`src/hw/rtl/pfbd_pkg.sv`:
```
// ----------------------------------------------------------------------------
// pfbd_pkg: shared types and constants of the pulse filter beat detector
// Field widths, reset values of the peak tracker and configuration register
// indexes used across the block.
// ----------------------------------------------------------------------------
package pfbd_pkg;

   localparam int SAMPLE_W    = 18;
   localparam int AC_W        = 16;
   localparam int AMP_W       = 15;
   localparam int DC_TOTAL_W  = 24;
   localparam int AMP_TOTAL_W = 17;
   localparam int AMP_DIV_SHIFT = 2;
   localparam int CSR_IDX_W   = 2;

   typedef logic        [SAMPLE_W-1:0]  sample_type;
   typedef logic signed [AC_W-1:0]      ac_type;
   typedef logic        [AMP_W-1:0]     amp_type;
   typedef logic        [CSR_IDX_W-1:0] csr_idx_type;

   localparam csr_idx_type CSR_AMP_MIN = 2'd0;
   localparam csr_idx_type CSR_AMP_MAX = 2'd1;

   localparam amp_type AMP_MIN_RESET = 15'd20;
   localparam amp_type AMP_MAX_RESET = 15'd3000;

   localparam ac_type PEAK_HIGH_RESET = 16'sd20;
   localparam ac_type PEAK_LOW_RESET  = -16'sd20;

endpackage

```
`src/hw/rtl/pulse_filter_beat_detector_top.sv`:
```
// ----------------------------------------------------------------------------
// pulse_filter_beat_detector_top: optical pulse filter and beat detector
// Removes the DC level from raw optical samples, smooths the AC part with a
// moving average and flags heartbeats from the slope of the smoothed signal.
// ----------------------------------------------------------------------------
// Usage:
// Each item on the req_ channel carries one raw 18-bit sample. Each accepted
// item yields exactly one item on the rsp_ channel with the AC value, the
// smoothed value, the beat flag, the DC level and the averaged beat amplitude.
// Both channels use valid/ready; an item moves when valid and ready are high.
// The datapath is three register stages: DC estimate, moving average and
// peak tracking. The last stage is the result register. A result passes the
// DC, smoothing and peak registers before it shows on rsp_, and one item per
// cycle flows through while rsp_ready stays high; the rate is set by each
// stage updating its state as it accepts an item (leaky total, running
// window sum, peak tracker). When the receiver stalls, the stages fill one
// by one; req_ready drops only once all three hold an item, so up to three
// items sit in the block. The csr_ port writes the beat limits amp_min and
// amp_max; write them only while no item is in flight. A synchronous reset
// empties the pipeline, clears all filter state and restores the limits.
// ----------------------------------------------------------------------------
module pulse_filter_beat_detector_top #(
   parameter int DC_DEPTH  = 24,
   parameter int AVG_SLOTS = 4
) (
   input  logic                  clock,
   input  logic                  reset,
   input  logic                  req_valid,
   output logic                  req_ready,
   input  pfbd_pkg::sample_type  req_raw_sample,
   output logic                  rsp_valid,
   input  logic                  rsp_ready,
   output pfbd_pkg::ac_type      rsp_ac_signal,
   output pfbd_pkg::ac_type      rsp_smoothed,
   output logic                  rsp_beat,
   output pfbd_pkg::sample_type  rsp_dc_level,
   output pfbd_pkg::amp_type     rsp_ac_level,
   input  logic                  csr_write_en,
   input  pfbd_pkg::csr_idx_type csr_index,
   input  pfbd_pkg::amp_type     csr_write_data
);
   import pfbd_pkg::*;

   // Beat limits; writes to an unknown index are dropped.
   amp_type amp_min_ff;
   amp_type amp_max_ff;

   always_ff @(posedge clock) begin
      if (reset) begin
         amp_min_ff <= AMP_MIN_RESET;
         amp_max_ff <= AMP_MAX_RESET;
      end else if (csr_write_en) begin
         case (csr_index)
            CSR_AMP_MIN: amp_min_ff <= csr_write_data;
            CSR_AMP_MAX: amp_max_ff <= csr_write_data;
            default: ;
         endcase
      end
   end

   // Stage 1 to stage 2.
   logic       dc_valid;
   logic       dc_ready;
   sample_type dc_sample;
   sample_type dc_level;

   // Stage 2 to stage 3.
   logic       sm_valid;
   logic       sm_ready;
   ac_type     sm_ac;
   ac_type     sm_value;
   sample_type sm_dc;

   pfbd_dc_remover #(
      .DC_DEPTH (DC_DEPTH)
   ) u_dc_remover (
      .clock      (clock),
      .reset      (reset),
      .in_valid   (req_valid),
      .in_ready   (req_ready),
      .in_sample  (req_raw_sample),
      .out_valid  (dc_valid),
      .out_ready  (dc_ready),
      .out_sample (dc_sample),
      .out_dc     (dc_level)
   );

   pfbd_smoother #(
      .AVG_SLOTS (AVG_SLOTS)
   ) u_smoother (
      .clock        (clock),
      .reset        (reset),
      .in_valid     (dc_valid),
      .in_ready     (dc_ready),
      .in_sample    (dc_sample),
      .in_dc        (dc_level),
      .out_valid    (sm_valid),
      .out_ready    (sm_ready),
      .out_ac       (sm_ac),
      .out_smoothed (sm_value),
      .out_dc       (sm_dc)
   );

   pfbd_peak_detect u_peak_detect (
      .clock        (clock),
      .reset        (reset),
      .in_valid     (sm_valid),
      .in_ready     (sm_ready),
      .in_ac        (sm_ac),
      .in_smoothed  (sm_value),
      .in_dc        (sm_dc),
      .amp_min      (amp_min_ff),
      .amp_max      (amp_max_ff),
      .out_valid    (rsp_valid),
      .out_ready    (rsp_ready),
      .out_ac       (rsp_ac_signal),
      .out_smoothed (rsp_smoothed),
      .out_beat     (rsp_beat),
      .out_dc       (rsp_dc_level),
      .out_ac_level (rsp_ac_level)
   );

endmodule

```
`src/hw/rtl/pfbd_dc_remover.sv`:
```
// ----------------------------------------------------------------------------
// pfbd_dc_remover: leaky-integrator DC estimate
// Updates the leaky total with each accepted sample and registers the sample
// together with the new DC level (total divided by the depth).
// ----------------------------------------------------------------------------
module pfbd_dc_remover #(
   parameter int DC_DEPTH = 24
) (
   input  logic                 clock,
   input  logic                 reset,
   input  logic                 in_valid,
   output logic                 in_ready,
   input  pfbd_pkg::sample_type in_sample,
   output logic                 out_valid,
   input  logic                 out_ready,
   output pfbd_pkg::sample_type out_sample,
   output pfbd_pkg::sample_type out_dc
);
   import pfbd_pkg::*;

   // Division by the depth is a multiplication by a rounded-up reciprocal.
   // With this shift the quotient is exact for every 24-bit total.
   localparam int SHIFT  = DC_TOTAL_W + $clog2(DC_DEPTH);
   localparam int MULT_W = DC_TOTAL_W + 1;
   localparam int PROD_W = DC_TOTAL_W + MULT_W;
   localparam longint unsigned MULT_FULL = ((64'd1 << SHIFT) + DC_DEPTH - 1) / DC_DEPTH;
   localparam logic [MULT_W-1:0] MULT = MULT_W'(MULT_FULL);

   logic                  valid_ff, valid_in;
   logic [DC_TOTAL_W-1:0] total_ff, total_in;
   sample_type            dc_ff, dc_in;
   sample_type            sample_ff;
   logic [PROD_W-1:0]     prod;
   logic [PROD_W-1:0]     prod_shr;
   logic                  load;

   assign in_ready = !valid_ff || out_ready;
   assign load     = in_valid && in_ready;

   // The total stays below 2^18 times the depth, so its quotient fits 18 bits.
   assign total_in = total_ff + DC_TOTAL_W'(in_sample) - DC_TOTAL_W'(dc_ff);
   assign prod     = PROD_W'(total_in) * PROD_W'(MULT);
   assign prod_shr = prod >> SHIFT;
   assign dc_in    = prod_shr[SAMPLE_W-1:0];

   always_comb begin
      if (load) begin
         valid_in = 1'b1;
      end else if (out_ready) begin
         valid_in = 1'b0;
      end else begin
         valid_in = valid_ff;
      end
   end

   always_ff @(posedge clock) begin
      if (reset) begin
         valid_ff <= 1'b0;
         total_ff <= '0;
         dc_ff    <= '0;
      end else begin
         valid_ff <= valid_in;
         if (load) begin
            total_ff <= total_in;
            dc_ff    <= dc_in;
         end
      end
   end

   always_ff @(posedge clock) begin
      if (load) begin
         sample_ff <= in_sample;
      end
   end

   assign out_valid  = valid_ff;
   assign out_sample = sample_ff;
   assign out_dc     = dc_ff;

endmodule

```
`src/hw/rtl/pfbd_smoother.sv`:
```
// ----------------------------------------------------------------------------
// pfbd_smoother: AC extraction and moving average
// Forms the AC value, keeps a ring of recent AC values with a running 16-bit
// sum, and divides the sum by the ring size, truncating toward zero.
// ----------------------------------------------------------------------------
module pfbd_smoother #(
   parameter int AVG_SLOTS = 4
) (
   input  logic                 clock,
   input  logic                 reset,
   input  logic                 in_valid,
   output logic                 in_ready,
   input  pfbd_pkg::sample_type in_sample,
   input  pfbd_pkg::sample_type in_dc,
   output logic                 out_valid,
   input  logic                 out_ready,
   output pfbd_pkg::ac_type     out_ac,
   output pfbd_pkg::ac_type     out_smoothed,
   output pfbd_pkg::sample_type out_dc
);
   import pfbd_pkg::*;

   localparam int SLOT_W  = $clog2(AVG_SLOTS);
   localparam int ASHIFT  = AC_W + $clog2(AVG_SLOTS);
   localparam int AMULT_W = AC_W + 1;
   localparam int PROD_W  = AC_W + AMULT_W;
   localparam longint unsigned AMULT_FULL = ((64'd1 << ASHIFT) + AVG_SLOTS - 1) / AVG_SLOTS;
   localparam logic [AMULT_W-1:0] AMULT = AMULT_W'(AMULT_FULL);
   localparam logic [SLOT_W-1:0]  LAST_SLOT = SLOT_W'(AVG_SLOTS - 1);

   logic              valid_ff, valid_in;
   logic [AC_W-1:0]   win_ff [AVG_SLOTS];
   logic [AC_W-1:0]   sum_ff, sum_in;
   logic [SLOT_W-1:0] slot_ff, slot_in;
   ac_type            ac_ff;
   ac_type            sm_ff, sm_in;
   sample_type        dc_ff;
   sample_type        diff;
   logic [AC_W-1:0]   ac_in;
   logic [AC_W-1:0]   mag;
   logic [PROD_W-1:0] prod;
   logic [PROD_W-1:0] prod_shr;
   logic [AC_W-1:0]   quo;
   logic              load;

   assign in_ready = !valid_ff || out_ready;
   assign load     = in_valid && in_ready;

   assign diff  = in_sample - in_dc;
   assign ac_in = diff[AC_W-1:0];

   // The running sum drops the value that the new one replaces.
   assign sum_in  = sum_ff - win_ff[slot_ff] + ac_in;
   assign slot_in = (slot_ff == LAST_SLOT) ? '0 : slot_ff + 1'b1;

   // Signed division toward zero: divide the magnitude, restore the sign.
   assign mag      = sum_in[AC_W-1] ? (~sum_in + 1'b1) : sum_in;
   assign prod     = PROD_W'(mag) * PROD_W'(AMULT);
   assign prod_shr = prod >> ASHIFT;
   assign quo      = prod_shr[AC_W-1:0];
   assign sm_in    = sum_in[AC_W-1] ? $signed(~quo + 1'b1) : $signed(quo);

   always_comb begin
      if (load) begin
         valid_in = 1'b1;
      end else if (out_ready) begin
         valid_in = 1'b0;
      end else begin
         valid_in = valid_ff;
      end
   end

   always_ff @(posedge clock) begin
      if (reset) begin
         valid_ff <= 1'b0;
         sum_ff   <= '0;
         slot_ff  <= '0;
         for (int i = 0; i < AVG_SLOTS; i++) begin
            win_ff[i] <= '0;
         end
      end else begin
         valid_ff <= valid_in;
         if (load) begin
            sum_ff          <= sum_in;
            slot_ff         <= slot_in;
            win_ff[slot_ff] <= ac_in;
         end
      end
   end

   always_ff @(posedge clock) begin
      if (load) begin
         ac_ff <= $signed(ac_in);
         sm_ff <= sm_in;
         dc_ff <= in_dc;
      end
   end

   assign out_valid    = valid_ff;
   assign out_ac       = ac_ff;
   assign out_smoothed = sm_ff;
   assign out_dc       = dc_ff;

endmodule

```
`src/hw/rtl/pfbd_peak_detect.sv`:
```
// ----------------------------------------------------------------------------
// pfbd_peak_detect: slope tracking, beat qualification and result register
// Tracks the slope of the smoothed signal and its extremes, flags a beat on a
// qualified turn from rising to falling and keeps the amplitude average.
// ----------------------------------------------------------------------------
module pfbd_peak_detect (
   input  logic                 clock,
   input  logic                 reset,
   input  logic                 in_valid,
   output logic                 in_ready,
   input  pfbd_pkg::ac_type     in_ac,
   input  pfbd_pkg::ac_type     in_smoothed,
   input  pfbd_pkg::sample_type in_dc,
   input  pfbd_pkg::amp_type    amp_min,
   input  pfbd_pkg::amp_type    amp_max,
   output logic                 out_valid,
   input  logic                 out_ready,
   output pfbd_pkg::ac_type     out_ac,
   output pfbd_pkg::ac_type     out_smoothed,
   output logic                 out_beat,
   output pfbd_pkg::sample_type out_dc,
   output pfbd_pkg::amp_type    out_ac_level
);
   import pfbd_pkg::*;

   logic                    valid_ff, valid_in;
   logic                    rising_ff, rising_in;
   ac_type                  last_ff;
   ac_type                  high_ff, high_in;
   ac_type                  low_ff, low_in;
   logic [AMP_TOTAL_W-1:0]  amp_total_ff, amp_total_in;
   logic                    beat_ff, beat_in;
   ac_type                  ac_ff;
   sample_type              dc_ff;
   logic signed [AC_W:0]    amp;
   logic signed [AC_W:0]    lim_lo;
   logic signed [AC_W:0]    lim_hi;
   logic                    up;
   logic                    down;
   logic                    load;

   assign in_ready = !valid_ff || out_ready;
   assign load     = in_valid && in_ready;

   assign up     = in_smoothed > last_ff;
   assign down   = in_smoothed < last_ff;
   assign amp    = {high_ff[AC_W-1], high_ff} - {low_ff[AC_W-1], low_ff};
   assign lim_lo = {2'b00, amp_min};
   assign lim_hi = {2'b00, amp_max};

   always_comb begin
      high_in      = high_ff;
      low_in       = low_ff;
      rising_in    = rising_ff;
      beat_in      = 1'b0;
      amp_total_in = amp_total_ff;
      if (rising_ff && up) begin
         high_in = in_smoothed;
      end
      if (!rising_ff && down) begin
         low_in = in_smoothed;
      end
      // Turn from rising to falling: a peak, counted when its swing qualifies.
      if (rising_ff && down) begin
         if (amp > lim_lo && amp < lim_hi) begin
            beat_in      = 1'b1;
            amp_total_in = amp_total_ff + AMP_TOTAL_W'(amp[AMP_W-1:0])
                           - AMP_TOTAL_W'(amp_total_ff[AMP_TOTAL_W-1:AMP_DIV_SHIFT]);
         end
         low_in    = '0;
         rising_in = 1'b0;
      end
      if (!rising_ff && up) begin
         high_in   = '0;
         rising_in = 1'b1;
      end
   end

   always_comb begin
      if (load) begin
         valid_in = 1'b1;
      end else if (out_ready) begin
         valid_in = 1'b0;
      end else begin
         valid_in = valid_ff;
      end
   end

   always_ff @(posedge clock) begin
      if (reset) begin
         valid_ff     <= 1'b0;
         rising_ff    <= 1'b0;
         last_ff      <= '0;
         high_ff      <= PEAK_HIGH_RESET;
         low_ff       <= PEAK_LOW_RESET;
         amp_total_ff <= '0;
      end else begin
         valid_ff <= valid_in;
         if (load) begin
            rising_ff    <= rising_in;
            last_ff      <= in_smoothed;
            high_ff      <= high_in;
            low_ff       <= low_in;
            amp_total_ff <= amp_total_in;
         end
      end
   end

   always_ff @(posedge clock) begin
      if (load) begin
         beat_ff <= beat_in;
         ac_ff   <= in_ac;
         dc_ff   <= in_dc;
      end
   end

   assign out_valid    = valid_ff;
   assign out_ac       = ac_ff;
   assign out_smoothed = last_ff;
   assign out_beat     = beat_ff;
   assign out_dc       = dc_ff;
   assign out_ac_level = amp_total_ff[AMP_TOTAL_W-1:AMP_DIV_SHIFT];

endmodule
```
`config.mk`:
```
export PLATFORM = sky130hd
export DESIGN_NAME = pulse_filter_beat_detector_top
export DESIGN_NICKNAME = d
export VERILOG_FILES = /design/src/hw/rtl/pfbd_pkg.sv /design/src/hw/rtl/pulse_filter_beat_detector_top.sv /design/src/hw/rtl/pfbd_dc_remover.sv /design/src/hw/rtl/pfbd_smoother.sv /design/src/hw/rtl/pfbd_peak_detect.sv
export SDC_FILE = /design/constraint.sdc
export NUM_CORES = 1
export LEC_CHECK = 0
export BUFFER_PORTS_ARGS = -buffer_cell sky130_fd_sc_hd__buf_2
export CORE_MARGIN = 2
export CORE_UTILIZATION = 30
export DETAILED_ROUTE_END_ITERATION = 8
export PLACE_DENSITY = 0.41
export SETUP_SLACK_MARGIN = 0.02
export SLEW_MARGIN = 10
export SYNTH_ARGS = -nofsm -noshare
export SYNTH_HDL_FRONTEND = slang
export SYNTH_SLANG_ARGS = --single-unit
```
`constraint.sdc`:
```
create_clock -name clock -period 14.6 [get_ports clock]
set_input_delay 2.92 -clock clock [delete_from_list [all_inputs] [get_ports clock]]
set_output_delay 2.92 -clock clock [all_outputs]
set_load 0.01 [all_outputs]
```
* After elaboration in Yosys (flattened, before gate mapping) *
Memories as Yosys holds them, arrays and structs flattened. A register that Yosys moved wholly into a read port is not among the register bits.
Index checks and enable logic that the tools add are counted.

word-level totals
  output and inout bits = 68
  logic and storage cells = 98
  register bits = 260
  memory bits (writable) = 64
  memories = 1

memory list
  memory             depth  width  read ports  clocked after Yosys merged registers in  write ports  line                 RTL
  u_smoother.win_ff  4      16     1           1                                        4            pfbd_smoother.sv:32  logic [AC_W-1:0] win_ff [AVG_SLOTS];

operators by class
  bitwise gates (word level) = 2
  reductions and logical operators = 29
  equal/unequal tests = 2
  multiply operators = 1
  $add $sub $neg = 11
  multiplexer cells = 26
  magnitude comparators = 4

operators with widths
  kind                                                 count
  two-way mux 16 bit                                   6
  multiplier 24 x 24 -> 46 bit, second input constant  1
  adder 16 x 1 -> 16 bit, second input constant        2
  subtractor 16 bit                                    2
  adder 24 x 18 -> 24 bit                              1
  subtractor 24 x 18 -> 24 bit                         1
  adder 17 x 15 -> 17 bit                              1
  greater-than comparator 17 x 16 -> 1 bit             1
  < comparator 17 x 16 -> 1 bit                        1
  subtractor 16 x 16 -> 17 bit                         1
  subtractor 17 x 15 -> 17 bit                         1
  adder 16 bit                                         1
  greater-than comparator 16 bit                       1
  < comparator 16 bit                                  1
  NOT 14 -> 16 bit                                     1
  NOT 16 bit                                           1
  OR reduction 16 bit                                  1
  two-way mux 1 bit                                    15
  two-way mux 14 bit                                   1
  nonzero test 2 bit                                   6
  AND reduction 2 bit                                  5
  logical AND 1 bit                                    8
  two-way mux 2 bit                                    4
  zero test 1 bit                                      4
  other kinds (6)                                      8

* Logic depth before layout (Yosys ltp) *
Gate-level depths: netlist of the first run.

  depth after elaboration = 9
  gate-level depth with buffers = 39
  depth with buffers taken out = 39

* Cells and area by module *
Synthesis of the first run repeated with hierarchy kept, for this count alone.

unflattened totals
  cell total of the unflattened synthesis = 2947
  area, all modules = 28955.3 um^2

modules (own cells, without submodules)
  module                          seq. area each (um^2)  cells an instance  area an instance (um^2)  times used
  pfbd_dc_remover                 1401.3                 1460               13745.7                  1
  pfbd_smoother                   3843.7                 662                7432.1                   1
  pfbd_peak_detect                2392.3                 701                6521.3                   1
  pulse_filter_beat_detector_top  600.6                  124                1256.2                   1

* Worst setup path after synthesis of the first run *
No wires, ideal clock.

  path kind = input-to-reg
  start point = input port req_raw_sample[1]
  end point = register u_dc_remover.dc_ff[12] (netlist: u_dc_remover.out_dc[12])
  stages = 38
  path slack = 2.975 ns
  buffers on the path = 0
  data arrival time = 11.506 ns
  library setup time = 0.119 ns
  cells stage by stage = inv_1 > fa_1 > inv_1 > ha_1 > a21o_1 > a211oi_1 > o21ai_0 > nand3_1 > a21oi_1 > o31ai_1 > o21bai_1 > a21oi_1 > xnor2_1 > xor2_1 > inv_1 > ha_1 > inv_1 > fa_1 > [2 not listed] > inv_1 > fa_1 > fa_1 > inv_1 > fa_1 > inv_1 > ha_1 > a21o_1 > a21o_1 > a21o_1 > a21o_1 > a21o_1 > a22oi_2 > o21ai_1 > a211o_1 > a41oi_1 > xor2_1 > o21ai_1

between the ends
  longest elaborated chain between the ends = 3

RTL lines
  what                           line                                  RTL
  from (decl)                    pulse_filter_beat_detector_top.sv:30  input pfbd_pkg::sample_type req_raw_sample,
  adder 24 x 18 -> 24 bit        pfbd_dc_remover.sv:41                 assign total_in = total_ff + DC_TOTAL_W'(in_sample) - DC_TOTAL_W'(dc_ff);
  subtractor 24 x 18 -> 24 bit   pfbd_dc_remover.sv:41
  net u_dc_remover.total_in[23]  pfbd_dc_remover.sv:30                 logic [DC_TOTAL_W-1:0] total_ff, total_in;
  multiplier 24 x 24 -> 46 bit   pfbd_dc_remover.sv:42                 assign prod = PROD_W'(total_in) * PROD_W'(MULT);
  to (signal assigned)           pfbd_dc_remover.sv:65                 dc_ff <= dc_in;
  to (decl)                      pfbd_dc_remover.sv:31                 sample_type dc_ff, dc_in;

The timed path passes the listed nets, and every way through them passes these cells.
A chain may end at the register's enable or synchronous reset.

* Worst setup path in the final report of the first run *
Same ends and word-level chain as after synthesis.

==> qor.yml, run 1 <==
clocking:
  post_cts_buffers: 0
  cts_buffer_depth: 3
  clk_latency_ps: 580
  cts.repair.resized: 0
  clkTransAtPathRegs_ps: 70
  ctsHoldBuffers: 0
  htreeDepth: 2
  cts.sinks: 326
  cts_root_buffer: "clkbuf_16"
  cts_tree: "built"
  cts_buffers: 39
floorplanning:
  die_x_um: 311
  core_mm2: 0.0935
  row_count: 112
  io_pins: 108
  die_y_um: 311
  start_util_pct: 30.3
  dieArea_mm2: 0.0969
drt:
  vias: 19600
  drt_iter0_markers: 1036
  firstDrtPassIters: 5
  drt-total-wl_um: 76500
  wire_per_inst_um: 17.9
  route.detailed.drc: 0
  drtAntennaViolNets: 0
  via_per_inst: 4.58
sta:
  maxSlewViolCount: 0
  slew_headroom_pct: 27.6
  fin_setup_tns_ps: 0
  layout_min_cycle_time_ps: 12310
  hold_viol: 0
  finalCritPeriodShare_pct: 84.3
  tightestPinTransition_ps: 1090
  finClkSkew_ps: 46.7
  fmax_ghz: 0.0812
  setup_violations: 0
  grt_setup_unrepaired: "false"
setup_path:
  cp_max_fo: 7
  worstSetupStartpointType: "primary input"
  timing.rr.start: "u_dc_remover.out_dc[1]"
  cp.required_ps: 15050
  cp_slowest_cell: "fa_1"
  worst-r2r-cell-count: 34
  crit_path_end: "u_dc_remover.out_dc[12]"
  rr_endpoint: "u_dc_remover.out_dc[12]"
  critPathKind: "in -> reg"
  end_kind: "flop"
  rrSetupSlack_ps: 4320
  cp_slowest_stage_delay_ps: 550
  critPathLaunch: "req_raw_sample[1]"
  crit_arrival_ps: 12770
layout:
  syn_to_final_growth_pct: 11.6
  layout-drive-gt1-share_pct: 8.39
  num_antenna_cells: 0
  nNetsFinal: 3671
  final_common_cell: "inv_1"
  layout_common_cells: "inv_1 (633), ha_1 (380), fa_1 (266)"
synth:
  netlist_area_mm2: 0.0283
  synth-edff-count: 165
  async_flop_share_pct: 0
  synth_cells: 2887
  ys_seq_area_share_pct: 28.9
  synthDistinctLibCells: 92
  synth_ff_type: "edfxtp_1"
  yosysWarningCount: 0
  synthesis.nets: 3573
  syn_avg_cell_area_um2: 9.81
  synth_seq_cells: 326
global_routing:
  track_usage_pct: 16.1
  grt_max_degree: 87
  grt_pass1_wl_um: 122000
  grt-ovfl-total: 0
  grt_antenna_before_repair: 0
  grt_pass1_vias: 20800
placed_design:
  numPortBuffers: 107
  dp_hpwl_um: 61600
  globalplace.congestion: 0.867
worst_hold_path:
  hp-class: "reg -> reg"
status:
  status: "complete, no violations"
flow_run:
  drv_cap: 0
[how the worst min path moves through the flow]
stage | slack (ps) | depth (start not counted) | from | end
2_1_floorplan | 400 | 0 | u_smoother.out_ac[0] | u_peak_detect.out_ac[0]
3_3_place_gp | 400 | 0 | u_smoother.out_ac[1] | u_peak_detect.out_ac[1]
3_5_place_dp | 400 | 0 | u_smoother.out_ac[9] | u_peak_detect.out_ac[9]
4_1_cts | 410 | 0 | u_smoother.out_dc[16] | u_peak_detect.out_dc[16]
5_1_grt | 410 | 0 | u_smoother.out_dc[16] | u_peak_detect.out_dc[16]
6_report | 410 | 0 | u_smoother.out_dc[16] | u_peak_detect.out_dc[16]
[cell type report]
class	instances	area, um^2
Fill cell	9653	61900
Inverter	636	2390
Clock buffer	50	1060
Multi-Input combinational cell	1848	17400
Tap cell	1254	1570
Sequential cell	326	8180
Timing Repair Buffer	134	744
Clock inverter	21	255
[Yosys cell counts, types with 13 or more instances]
cell	n	area (um^2)
nand2_1	204	766
o21bai_1	13	97.6
nand3_1	34	170
nand4_1	24	150
a21oi_1	192	961
xnor2_1	70	613
dfxtp_1	161	3220
o21a_1	22	165
nor3_1	29	145
ha_1	380	4750
a21o_1	57	428
nor2b_1	16	100
inv_1	636	2390
nor2_1	179	672
nor3b_1	19	143
buf_4	15	113
a211o_1	26	228
a211oi_1	13	97.6
xor2_1	45	394
mux2i_1	22	220
fa_1	266	5330
clkbuf_1	54	203
o21ai_0	49	245
edfxtp_1	165	4950
nand2b_1	24	150
[registers in the layout (all words and copies together), names as in the netlist, named ones only]
name and flops:
u_peak_detect.amp_total_ff 17, amp_min_ff 15, u_peak_detect.out_beat 1, u_peak_detect.out_valid 1, u_peak_detect.out_smoothed 16, u_dc_remover.out_valid 1
u_peak_detect.low_ff 16, u_smoother.out_valid 1, u_smoother.out_smoothed 16, u_smoother.out_dc 18, u_smoother.out_ac 16, u_smoother.sum_ff 16
u_dc_remover.out_sample 16, amp_max_ff 15, u_smoother.slot_ff 2, u_peak_detect.out_dc 18, u_peak_detect.rising_ff 1, u_peak_detect.out_ac 16
u_smoother.win_ff 64, u_dc_remover.total_ff 24, u_peak_detect.high_ff 16, u_dc_remover.out_dc 18
[metrics by stage]
step / instance area (um^2) / utilization (%) / worst slack, ps / instances / hold WS (ps)
after floorplan: 28300 / - / 2980 / 2887 / 400
after global placement: 30300 / 32.4 / 1670 / 4198 / 401
after detailed placement: 30300 / 32.4 / 1560 / 4198 / 405
after CTS: 31600 / 33.8 / 2130 / 4269 / 408
after global routing: 31600 / 33.8 / 1650 / 4269 / 413
final: 31600 / 33.8 / 2290 / 4269 / 414
[critical path: cells and delay by family]
kind | cells | cell delay, ps
adders and majority gates | 10 | 4420
AOI/OAI and AO/OA | 16 | 4000
buffers and inverters | 8 | 830
xor gates and xnor gates | 2 | 580
[cell families (layout without fill, tap and decap cells)]
group           count (synthesis)  after routing  synth area share [%]
xor+xnor                      115            115                  3.56
compound gates                451            451                  10.2
buf+inv                       713            841                  9.74
flops                         326            326                  28.9
simple gates                  595            595                  9.81
fa+ha+maj                     646            646                  35.6
mux                            41             41                  2.23
[metal layers]
metal / vias up / track usage (%) / wire length (um) / share of wire [%]
met4: 0 / 3.63 / 1480 / 1.9
li1: 9636 / - / - / -
met3: 84 / 2.19 / 2570 / 3.4
met2: 264 / 27.4 / 36700 / 48
met5: - / 0 / 0 / 0
met1: 9578 / 21.7 / 35800 / 47
Power of run 1 is left out: the tool's default activity adds up to more than one toggle a clock period on the data nets, which glitch-free logic cannot reach.
==> inputs of run 2 (changes only) <==
Clock period 14.6 ns to 12.2 ns, I/O delays scaled along.
==> qor.yml, run 2 (synthesis results as in run 1) <==
setup_path:
  cp_max_fo: 6
  critPathMostFrequentCell: "inv_1"
  cp.required_ps: 12640
  critPathKind: "in -> reg"
  crit_arrival_ps: 11850
  cp_slowest_stage_delay_ps: 540
  cp_slowest_cell: "fa_1"
  worstSetupStartpointType: "primary input"
  worst-r2r-cell-count: 37
  end_kind: "flop"
sta:
  finalCritPeriodShare_pct: 93.5
  hold_viol: 0
  layout_min_cycle_time_ps: 11410
  setup_violations: 0
  fmax_ghz: 0.0876
  grt_setup_unrepaired: "false"
  slew_headroom_pct: 27.1
  fin_setup_tns_ps: 0
  tightestPinTransition_ps: 1090
  finClkSkew_ps: 28.7
  maxSlewViolCount: 0
floorplanning:
  die_x_um: 311
  die_y_um: 311
  dieArea_mm2: 0.0969
  core_mm2: 0.0935
  io_pins: 108
  start_util_pct: 30.3
  row_count: 112
clocking:
  clkTransAtPathRegs_ps: 60
  post_cts_buffers: 0
  cts.sinks: 326
  htreeDepth: 2
  ctsHoldBuffers: 0
  cts_tree: "built"
  cts_buffer_depth: 3
  cts_root_buffer: "clkbuf_16"
  clk_latency_ps: 570
  cts_buffers: 40
  cts.repair.resized: 0
global_routing:
  grt_antenna_before_repair: 2
  grt-ovfl-total: 0
  grt_pass1_wl_um: 121000
  grt_pass1_vias: 20800
  track_usage_pct: 16.1
  grt_max_degree: 67
layout:
  fillers: 9652
  nNetsFinal: 3685
  final_common_cell: "inv_1"
  largest_reg_flops: 64
  syn_to_final_growth_pct: 11.9
  multi_input_area_mm2: 0.0174
  reg.largest.list: "u_smoother.win_ff: 64 flops, u_dc_remover.total_ff: 24 flops"
  top_register: "u_smoother.win_ff"
  layout.area.seq_mm2: 0.00818
  num_antenna_cells: 0
  layout-drive-gt1-share_pct: 8.48
  layout_common_cells: "inv_1 (633), ha_1 (380), fa_1 (266)"
drt:
  drt_iter0_markers: 970
  drt-total-wl_um: 77400
  wl_met3_um: 2220
  route.detailed.drc: 0
  via_per_inst: 4.60
  drtAntennaViolNets: 0
  met1Wirelength_um: 36000
  firstDrtPassIters: 5
  dr_wl_met2_um: 37600
  vias: 19700
  wire_per_inst_um: 18.1
  top_layer_used: "met5"
worst_hold_path:
  min_path_cells: 0
  hp-class: "reg -> reg"
placed_design:
  dp_hpwl_um: 62300
  numPortBuffers: 107
  globalplace.congestion: 0.855
status:
  status: "complete, no violations"
flow_run:
  drv_cap: 0
[run 2: cell types whose count changed in the layout (fill, tap and decap cells not counted), sizes merged]
cell,before,now
bufinv,5,6
clkinv,13,7
clkbuf,50,58
buf,134,147
inv,637,638
clkinvlp,2,0
[run 2: metal layers]
layer | track usage [%] | vias up
met5 | 0 | -
met4 | 3.58 | 2
met3 | 1.92 | 85
met2 | 27.7 | 260
met1 | 21.4 | 9698
li1 | - | 9660
[run 2: per-stage QoR]
| step | hold slack, ps | setup WS [ps] | cells | utilization, % | cell area [um^2] |
|---|---|---|---|---|---|
| after floorplan | 400 | 1060 | 2887 | - | 28300 |
| after global placement | 404 | 92.2 | 4211 | 32.5 | 30400 |
| after detailed placement | 405 | 56.3 | 4211 | 32.5 | 30400 |
| after CTS | 410 | 622 | 4284 | 33.9 | 31700 |
| after global routing | 421 | 243 | 4284 | 33.9 | 31700 |
| final | 408 | 790 | 4284 | 33.9 | 31700 |
[run 2: area by class of cell]
class / instances / share of cell area (%)
clock buffer: 58 / 3.37
clock inverter: 15 / 0.762
sequential: 326 / 25.8
multi-input combinational: 1848 / 54.9
tap: 1254 / 4.95
timing repair buffer: 147 / 2.66
inverter: 636 / 7.53
[run 2: critical path, delay by kind of cell]
family                     cells  cell delay (ps)
adders and majority gates     10             4290
xor gates and xnor gates       2              410
AOI/OAI and AO/OA             16             3580
buffers and inverters         11             1120
[run 2: path summary, 6_finish.rpt]
kind | startpoint | slack (ps) | endpoint
worst max-delay path | req_raw_sample[1] | 790 | u_dc_remover.out_dc[12]
worst min-delay path | u_smoother.out_dc[8] | 410 | u_peak_detect.out_dc[8]
worst max register to register | u_dc_remover.out_dc[1] | 2400 | u_dc_remover.out_dc[12]
worst min register to register | u_smoother.out_dc[8] | 410 | u_peak_detect.out_dc[8]
Power of run 2 is left out for the same reason.
==> inputs of run 3 (changes only) <==
Settings changed: BUFFER_PORTS_ARGS -buffer_cell sky130_fd_sc_hd__buf_2 to -buffer_cell sky130_fd_sc_hd__clkbuf_2.
==> qor.yml, run 3 (synthesis results as in run 1) <==
clocking:
  clkTransAtPathRegs_ps: 60
  cts.repair.resized: 0
  cts_tree: "built"
  clk_latency_ps: 580
  cts.sinks: 326
  ctsHoldBuffers: 0
  cts_root_buffer: "clkbuf_16"
  cts_buffers: 42
  htreeDepth: 2
  cts_buffer_depth: 3
  post_cts_buffers: 0
sta:
  layout_min_cycle_time_ps: 11290
  maxSlewViolCount: 0
  setup_violations: 0
  hold_viol: 0
  grt_setup_unrepaired: "false"
  fmax_ghz: 0.0886
  slew_headroom_pct: 26.3
  fin_setup_tns_ps: 0
  finalCritPeriodShare_pct: 92.5
  finClkSkew_ps: 36.8
  setup_slack_ps: 910
  tightestPinTransition_ps: 1100
layout:
  reg.largest.list: "u_smoother.win_ff: 64 flops, u_dc_remover.total_ff: 24 flops"
  layout-drive-gt1-share_pct: 8.57
  fillers: 9607
  syn_to_final_growth_pct: 11.8
  layout.area.seq_mm2: 0.00818
  final_common_cell: "inv_1"
  num_antenna_cells: 0
  multi_input_area_mm2: 0.0174
  layout_common_cells: "inv_1 (633), ha_1 (380), fa_1 (266)"
  top_register: "u_smoother.win_ff"
  nNetsFinal: 3686
  largest_reg_flops: 64
setup_path:
  critPathLaunch: "req_raw_sample[1]"
  rrSetupSlack_ps: 2460
  crit_arrival_ps: 11750
  cp_slowest_stage_delay_ps: 530
  cp_max_fo: 4
  end_kind: "flop"
  worstSetupStartpointType: "primary input"
  cp.required_ps: 12660
  crit_path_end: "u_dc_remover.out_dc[12]"
  worst-r2r-cell-count: 37
  timing.rr.start: "u_dc_remover.out_dc[1]"
  critPathKind: "in -> reg"
  rr_endpoint: "u_dc_remover.out_dc[12]"
  cp_slowest_cell: "fa_1"
floorplanning:
  start_util_pct: 30.3
  core_mm2: 0.0935
  die_x_um: 311
  die_y_um: 311
  io_pins: 108
  row_count: 112
  dieArea_mm2: 0.0969
drt:
  via_per_inst: 4.58
  route.detailed.drc: 0
  vias: 19600
  firstDrtPassIters: 5
  drt_iter0_markers: 1011
  drt-total-wl_um: 77400
  drtAntennaViolNets: 0
  wire_per_inst_um: 18.0
worst_hold_path:
  hp-class: "reg -> reg"
placed_design:
  dp_hpwl_um: 62200
  numPortBuffers: 107
  globalplace.congestion: 0.874
  dp_worst_setup_slack_ps: 266
global_routing:
  track_usage_pct: 16.2
  grt_pass1_wl_um: 122000
  grt_antenna_before_repair: 1
  grt-ovfl-total: 0
  grt_max_degree: 71
  grt_pass1_vias: 20700
flow_run:
  drv_cap: 0
status:
  status: "complete, no violations"
[run 3: changes by cell type in the layout (fill, tap and decap cells not counted), sizes merged]
| cell | before | now |
|---|---|---|
| inv | 638 | 639 |
| clkinvlp | 0 | 2 |
| clkbuf | 58 | 162 |
| bufinv | 6 | 2 |
| buf | 147 | 40 |
| clkinv | 7 | 14 |
[run 3: layout make-up]
class | instances | area share (%)
Clock buffer | 56 | 3.49
Clock inverter | 21 | 0.597
Inverter | 636 | 7.54
Multi-Input combinational cell | 1848 | 55.0
Sequential cell | 326 | 25.8
Tap cell | 1254 | 4.96
Timing Repair Buffer | 146 | 2.64
[run 3: worst min path at each step]
stage	startpoint	end	cells past startpoint
after global routing	u_smoother.out_dc[1]	u_peak_detect.out_dc[1]	0
after detailed placement	u_smoother.out_ac[14]	u_peak_detect.out_ac[14]	0
final	u_smoother.out_dc[17]	u_peak_detect.out_dc[17]	0
after global placement	u_smoother.out_dc[2]	u_peak_detect.out_dc[2]	0
after CTS	u_smoother.out_dc[17]	u_peak_detect.out_dc[17]	0
after floorplan	u_smoother.out_ac[0]	u_peak_detect.out_ac[0]	0
[run 3: worst max-delay path: cells and delay by family]
family          cells  cell delay (ps)
buf+inv             8              540
simple gates        1              160
compound gates     17             3580
fa+ha+maj          10             4350
xor+xnor            3              670
[run 3: routing by layer]
metal  routed length, um  global-route usage, %  vias to the layer above
met4                1430                   3.59                        2
met3                1840                   1.66                       72
met5                  13                      0                        -
li1                    -                      -                     9681
met2               37500                   27.7                      230
met1               36600                   21.9                     9656
[run 3: through the flow]
| step | instance area, um^2 | utilization (%) | cells | hold WS (ps) |
|---|---|---|---|---|
| after global placement | 30400 | 32.5 | 4210 | 403 |
| after global routing | 31700 | 33.9 | 4287 | 411 |
| after CTS | 31700 | 33.9 | 4287 | 392 |
| after detailed placement | 30400 | 32.5 | 4210 | 405 |
| after floorplan | 28300 | - | 2887 | 400 |
| final | 31700 | 33.9 | 4287 | 395 |
Power of run 3 is left out for the same reason.
